[src/rtl/kdac_pkg.sv]
// Shared types, constants and build-time ladder functions for the R-2R DAC level model.
// Used by kdac_sum, kdac_sat and the top level; depends on nothing.

package kdac_pkg;

  // Widths of the fixed fields and of the internal datapath
  localparam int unsigned MAX_DAC_BITS = 16;
  localparam int unsigned CODE_W       = 12;
  localparam int unsigned WEIGHT_W     = 25;  // Q0.24 with room for exactly 1.0
  localparam int unsigned X_W          = 25;  // ladder sum, Q0.24, never above 1.0
  localparam int unsigned DIFF_W       = 31;  // 110*x - 11*x^3, below 110 * 2^24
  localparam int unsigned LEVEL_W      = 17;  // Q0.16 result, 65536 means 1.0
  localparam int unsigned LEAK_W       = 17;

  localparam logic [LEVEL_W-1:0] LEVEL_MAX   = 17'd65536;
  localparam logic [LEAK_W-1:0]  LEAK_UNTERM = 17'd125829;  // 0.0075 in Q0.24
  localparam logic [LEAK_W-1:0]  LEAK_TERM   = 17'd58720;   // 0.0035 in Q0.24

  // Division by 100 as a multiply by ceil(2^38 / 100); exact for inputs below 2^31
  localparam logic [31:0] RECIP_100   = 32'd2748779070;
  localparam int unsigned RECIP_SHIFT = 38;

  // Cubic curve coefficients, scaled by 100
  localparam logic [6:0] SAT_LIN = 7'd110;
  localparam logic [3:0] SAT_CUB = 4'd11;

  // Rounding constant for the Q0.24 to Q0.16 step
  localparam logic [X_W-1:0] ROUND_HALF = 25'd128;

  // Configuration register word indexes
  localparam logic REG_CHIP_MODEL = 1'b0;

  typedef enum logic {
    MODEL_UNTERM = 1'b0,
    MODEL_TERM   = 1'b1
  } chip_model_t;

  typedef logic [MAX_DAC_BITS-1:0][WEIGHT_W-1:0] wtab_t;

  // Ladder sum handed from the summing pipeline to the saturation pipeline
  typedef struct packed {
    logic [X_W-1:0] x;
    logic           sat;
  } sum_t;

  // Truncating unsigned division by shift and subtract, used by the table functions only.
  function automatic longint unsigned udiv(input longint unsigned num,
                                           input longint unsigned den);
    longint unsigned q;
    longint unsigned rem;
    q   = 64'd0;
    rem = 64'd0;
    for (int i = 63; i >= 0; i--) begin
      rem = {rem[62:0], num[i]};
      if (rem >= den) begin
        rem  = rem - den;
        q[i] = 1'b1;
      end
    end
    return q;
  endfunction

  // Per-bit ladder weights in Q0.24, evaluated at elaboration only.
  // Resistances are Q24 in resistor units, voltages Q28, every division truncates.
  function automatic wtab_t ladder_weights(input int unsigned n, input logic term);
    longint unsigned r;
    longint unsigned t;
    longint unsigned rn;
    longint unsigned v;
    longint unsigned p;
    longint unsigned total;
    longint unsigned volts [MAX_DAC_BITS];
    logic            closed;
    wtab_t           w;
    r     = 64'd5 << 24;
    t     = (term ? 64'd10 : 64'd11) << 24;
    total = 64'd0;
    w     = '0;
    for (int s = 0; s < MAX_DAC_BITS; s++) begin
      volts[s] = 64'd0;
      if (s < int'(n)) begin
        closed = term;
        rn     = term ? t : 64'd0;
        // Tail below the bit
        for (int b = 0; b < s; b++) begin
          if (!closed) begin
            rn     = r + t;
            closed = 1'b1;
          end else begin
            rn = r + udiv(t * rn, t + rn);
          end
        end
        if (!closed) begin
          rn = t;
          v  = 64'd1 << 28;
        end else begin
          rn = udiv(t * rn, t + rn);
          v  = udiv((64'd1 << 28) * rn, t);
        end
        // Attenuation through the rungs above the bit
        for (int b = s + 1; b < int'(n); b++) begin
          rn = rn + r;
          p  = udiv(t * rn, t + rn);
          v  = udiv(v * p, rn);
          rn = p;
        end
        volts[s] = v;
        total    = total + v;
      end
    end
    for (int s = 0; s < MAX_DAC_BITS; s++) begin
      if (s < int'(n) && total != 64'd0) begin
        w[s] = WEIGHT_W'(udiv(volts[s] << 24, total));
      end
    end
    return w;
  endfunction

  // Contribution of a clear bit: weight times leakage, truncated to Q0.24
  function automatic wtab_t leak_weights(input int unsigned n, input logic term);
    wtab_t           w;
    wtab_t           lw;
    longint unsigned prod;
    longint unsigned leak;
    w    = ladder_weights(n, term);
    lw   = '0;
    leak = term ? 64'(LEAK_TERM) : 64'(LEAK_UNTERM);
    for (int s = 0; s < MAX_DAC_BITS; s++) begin
      prod  = 64'(w[s]) * leak;
      lw[s] = WEIGHT_W'(prod >> 24);
    end
    return lw;
  endfunction

endpackage

[src/rtl/kdac_sum.sv]
// Ladder summing pipeline: per-bit weight selection and a two-stage adder tree.
// Depends on kdac_pkg for the build-time weight tables and the sum_t hand-off type.

module kdac_sum #(
  parameter int unsigned DAC_BITS = 12
) (
  input  logic                              clk,
  input  logic                              rst_n,
  input  logic                              en,
  input  logic                              in_valid,
  input  logic [kdac_pkg::CODE_W-1:0]       code,
  input  logic                              sat,
  input  kdac_pkg::chip_model_t             model,
  output logic                              out_valid,
  output kdac_pkg::sum_t                    out_sum
);

  localparam int unsigned NGRP = (DAC_BITS + 3) / 4;

  localparam kdac_pkg::wtab_t W_UNTERM = kdac_pkg::ladder_weights(DAC_BITS, 1'b0);
  localparam kdac_pkg::wtab_t W_TERM   = kdac_pkg::ladder_weights(DAC_BITS, 1'b1);
  localparam kdac_pkg::wtab_t L_UNTERM = kdac_pkg::leak_weights(DAC_BITS, 1'b0);
  localparam kdac_pkg::wtab_t L_TERM   = kdac_pkg::leak_weights(DAC_BITS, 1'b1);

  logic [kdac_pkg::MAX_DAC_BITS-1:0]                   code_ext;
  logic [DAC_BITS-1:0][kdac_pkg::WEIGHT_W-1:0]         term;
  logic [NGRP-1:0][kdac_pkg::X_W-1:0]                  grp_nxt;
  logic [NGRP-1:0][kdac_pkg::X_W-1:0]                  grp_r;
  logic                                                sat1_r;
  logic                                                v1_r;
  logic                                                v1_nxt;
  logic [kdac_pkg::X_W-1:0]                            x_nxt;
  kdac_pkg::sum_t                                      sum_r;
  logic                                                v2_r;
  logic                                                v2_nxt;
  logic [kdac_pkg::X_W-1:0]                            acc;

  // Ladder bits above the code width read as clear
  assign code_ext = kdac_pkg::MAX_DAC_BITS'(code);

  // Each bit contributes its full weight when set, its leaked weight when clear
  always_comb begin
    for (int i = 0; i < int'(DAC_BITS); i++) begin
      if (model == kdac_pkg::MODEL_TERM) begin
        term[i] = code_ext[i] ? W_TERM[i] : L_TERM[i];
      end else begin
        term[i] = code_ext[i] ? W_UNTERM[i] : L_UNTERM[i];
      end
    end
  end

  // First adder level: groups of four terms
  always_comb begin
    for (int g = 0; g < int'(NGRP); g++) begin
      acc = '0;
      for (int k = 0; k < 4; k++) begin
        if (g * 4 + k < int'(DAC_BITS)) begin
          acc = acc + term[g * 4 + k];
        end
      end
      grp_nxt[g] = acc;
    end
  end

  // Second adder level: the group sums
  always_comb begin
    x_nxt = '0;
    for (int g = 0; g < int'(NGRP); g++) begin
      x_nxt = x_nxt + grp_r[g];
    end
  end

  assign v1_nxt = en ? in_valid : v1_r;
  assign v2_nxt = en ? v1_r : v2_r;

  // Valid bits
  always_ff @(posedge clk) begin
    if (!rst_n) begin
      v1_r <= 1'b0;
      v2_r <= 1'b0;
    end else begin
      v1_r <= v1_nxt;
      v2_r <= v2_nxt;
    end
  end

  // Payload registers move with the pipeline enable
  always_ff @(posedge clk) begin
    if (en) begin
      grp_r     <= grp_nxt;
      sat1_r    <= sat;
      sum_r.x   <= x_nxt;
      sum_r.sat <= sat1_r;
    end
  end

  assign out_valid = v2_r;
  assign out_sum   = sum_r;

endmodule

[config.mk]
export PLATFORM = sky130hd
export DESIGN_NAME = kdac_sum
export DESIGN_NICKNAME = d
export VERILOG_FILES = /design/src/rtl/kdac_pkg.sv /design/src/rtl/kdac_sum.sv
export SDC_FILE = /design/constraint.sdc
export NUM_CORES = 1
export LEC_CHECK = 0
export BUFFER_PORTS_ARGS = -buffer_cell sky130_fd_sc_hd__buf_4
export CAP_MARGIN = 20
export CORE_MARGIN = 2
export CORE_UTILIZATION = 53
export DETAILED_ROUTE_END_ITERATION = 8
export GPL_ROUTABILITY_DRIVEN = 0
export HOLD_SLACK_MARGIN = 0.12
export PLACE_DENSITY_LB_ADDON = 0.1
export SLEW_MARGIN = 40
export SYNTH_ARGS = -nofsm -noshare
export SYNTH_HDL_FRONTEND = slang
export SYNTH_SLANG_ARGS = --single-unit
[constraint.sdc]
create_clock -name clk -period 5.55 [get_ports clk]
set_input_delay 0.555 -clock clk [delete_from_list [all_inputs] [get_ports clk]]
set_output_delay 0.555 -clock clk [all_outputs]
set_load 0.1 [all_outputs]
==> out/results.tsv <==
metric	value	unit
status	complete, no violations	
initial core utilization	54.5	%
crit path DAT	4.70	ns
type of origin of the critical path	input port	
CTS buffer count	9	
CTS Sinks	92	
DP HPWL	15.4	mm
period utilisation layout	82.9	%
kind of critical path	in -> reg	
RSZ-0062 raised after global routing	no	
Gate Count Post-Synth	850	
endpoints failing setup	0	
Nets	1134	
setup bufs post-CTS	0	
die area	0.0182	mm2
post-layout instance area	0.00995	mm2
post-synthesis sequential area ratio	30.3	%
Max IR drop VDD	485	uV
Total Power	5.64	mW
dominant cell type by area after synthesis	edfxtp_1	
P per Cell Area	566	mW/mm2
setup ws final	0.947	ns
Detailed Routing Iterations Pass 1	4	
GR Overflow Total	0	
syn avg cell area	10.7	um2
Area after DPL	0.00965	mm2
dpl cells	1105	
hold buffers post-CTS	0	
worst hold path class	in -> reg	
worst-path maximum fanout	15	
Worst Max-Slew Pin Slew	0.625	ns
Post-route DRC	0	
YS warnings	0	
root buffer cell	clkbuf_16	
Core Region	0.0166	mm2
initial antenna violation count	0	
Max Freq	217	MHz
starting DRC count in detailed routing	339	
Slew HR	58.3	%
vias in the first global route	6309	
CTS tree	done	
first-pass GRT wire length	31.1	mm
LEAKAGE	4.70	nW
average wire per standard cell	16.6	um
element type at the critical path end	flip-flop	
crit path time final	4.60	ns
Async S/R FF share, synth	0	%
Vias	6179	
largest net degree at the start of global routing	48	
Antenna diodes	0	
Max Root-Sink Buffers	2	
detailed-route vias per instance	5.52	
ANT nets after route	0	
PortBufs	44	
Setup TNS	0	ns
Top FF cell, synth	edfxtp_1	
synth top area cells	edfxtp_1 30%, ha_1 22%, fa_1 13%	
max-cap violations	0	
Non-Filler Instances	1120	
Clock transition at path regs	0.06	ns
synth unique cells	60	
Layout Skew	0.00923	ns
Crit path required time	5.64	ns
Worst-Skew Late Latency	0.34	ns
die height	135	um
Die X	135	um
GRT Total Usage	21.7	%
H-tree level count	3	
Syn-to-layout area delta	9.80	%
share of post-route cells with drive strength above 1	8.44	%
# rows	47	
top cell type's share of synthesized area	29.8	%
#FFs+latches synth	92	
Hold Fails Final Rpt	0	
CTS resizes	0	
Post-synth EDFFs	90	
I/O pin total	45	
final max-slew violation count	0	
Place WS	0.649	ns
Syn Std Cell Area	0.00906	mm2
final wirelength	18.6	mm
syn_nets	1088	
-- critical path, stage by stage --
cell and delay (ns):
buf_4 0.11, inv_1 0.43, ha_1 0.33, inv_1 0.08, fa_1 0.58, xor2_1 0.16
ha_1 0.16, o21bai_1 0.12, ha_1 0.22, inv_1 0.06, fa_1 0.39, nand2b_1 0.16
o2bb2ai_1 0.21, o211ai_1 0.28, a21oi_1 0.17, o31ai_1 0.39, a31oi_1 0.15, xnor2_1 0.14
-- state kept, by name, indices dropped and copies added, names as in the netlist --
name,count
v1_r,1
grp_r,63
sat1_r,1
out_sum,26
out_valid,1
-- cells by family after synthesis --
family / Yosys count / synth area share [%]
AO/OA/AOI/OAI: 195 / 14.2
XOR/XNOR: 76 / 7.34
adder cells (fa/ha/maj): 220 / 35.2
buffers and inverters: 117 / 4.93
flip-flops: 92 / 30.3
multiplexers: 6 / 0.663
AND/OR/NAND/NOR: 144 / 7.41
-- power breakdown --
part	internal, mW	switching (mW)
Clock	0.388	0.246
Sequential	1.21	0.109
Combinational	1.36	2.32
-- routing by layer --
layer  global-route usage (%)  part of all wire, %
met1                     29.6                   48
met2                     37.1                   48
met3                     2.55                  2.7
met4                     5.56                  1.2
met5                        0                    0
-- cell usage in the layout, fill, tap and decap left out, drive strengths merged, types with 8 or more instances in the layout --
cell / count
ha: 162
inv: 103
edfxtp: 90
a21oi: 60
fa: 58
xnor2: 51
buf: 49
nor2: 44
nand2: 41
o21ai: 34
a21o: 32
xor2: 25
nand3: 19
a31oi: 12
o21bai: 11
clkbuf: 9
nand2b: 8
-- layout make-up --
| type | instances | area [um2] |
|---|---|---|
| Sequential cell | 92 | 2740 |
| Fill cell | 1377 | 6690 |
| Multi-Input combinational cell | 641 | 5880 |
| Clock inverter | 6 | 80.1 |
| Tap cell | 220 | 275 |
| Timing Repair Buffer | 49 | 368 |
| Clock buffer | 9 | 225 |
| Inverter | 103 | 387 |
-- synthesized netlist by cell type (8+ instances only) --
library cell,n
xnor2_1,51
inv_1,103
clkbuf_1,10
edfxtp_1,90
o21ai_0,31
fa_1,58
ha_1,162
a21oi_1,60
a31oi_1,12
xor2_1,25
nand3_1,19
nor2_1,44
o21bai_1,11
a21o_1,30
nand2_1,41
nand2b_1,8
-- through the flow --
step	utilization, %	hold slack, ns
after floorplan	-	0.400
after global placement	58.0	0.418
final	59.8	0.390
after global routing	59.8	0.390
after detailed placement	58.0	0.435
after CTS	59.8	0.386
-- path summary, 6_finish.rpt --
path | slack, ns | endpoint | startpoint | cells after the start
max reg2reg | 1.91 | out_sum[24] | grp_r[51] | 11
min | 0.39 | sat1_r | sat | 1
max | 0.95 | grp_r[72] | model | 18
min reg2reg | 0.44 | out_sum[0] | sat1_r | 0
No activity file was read; power rests on OpenSTA's default activity.
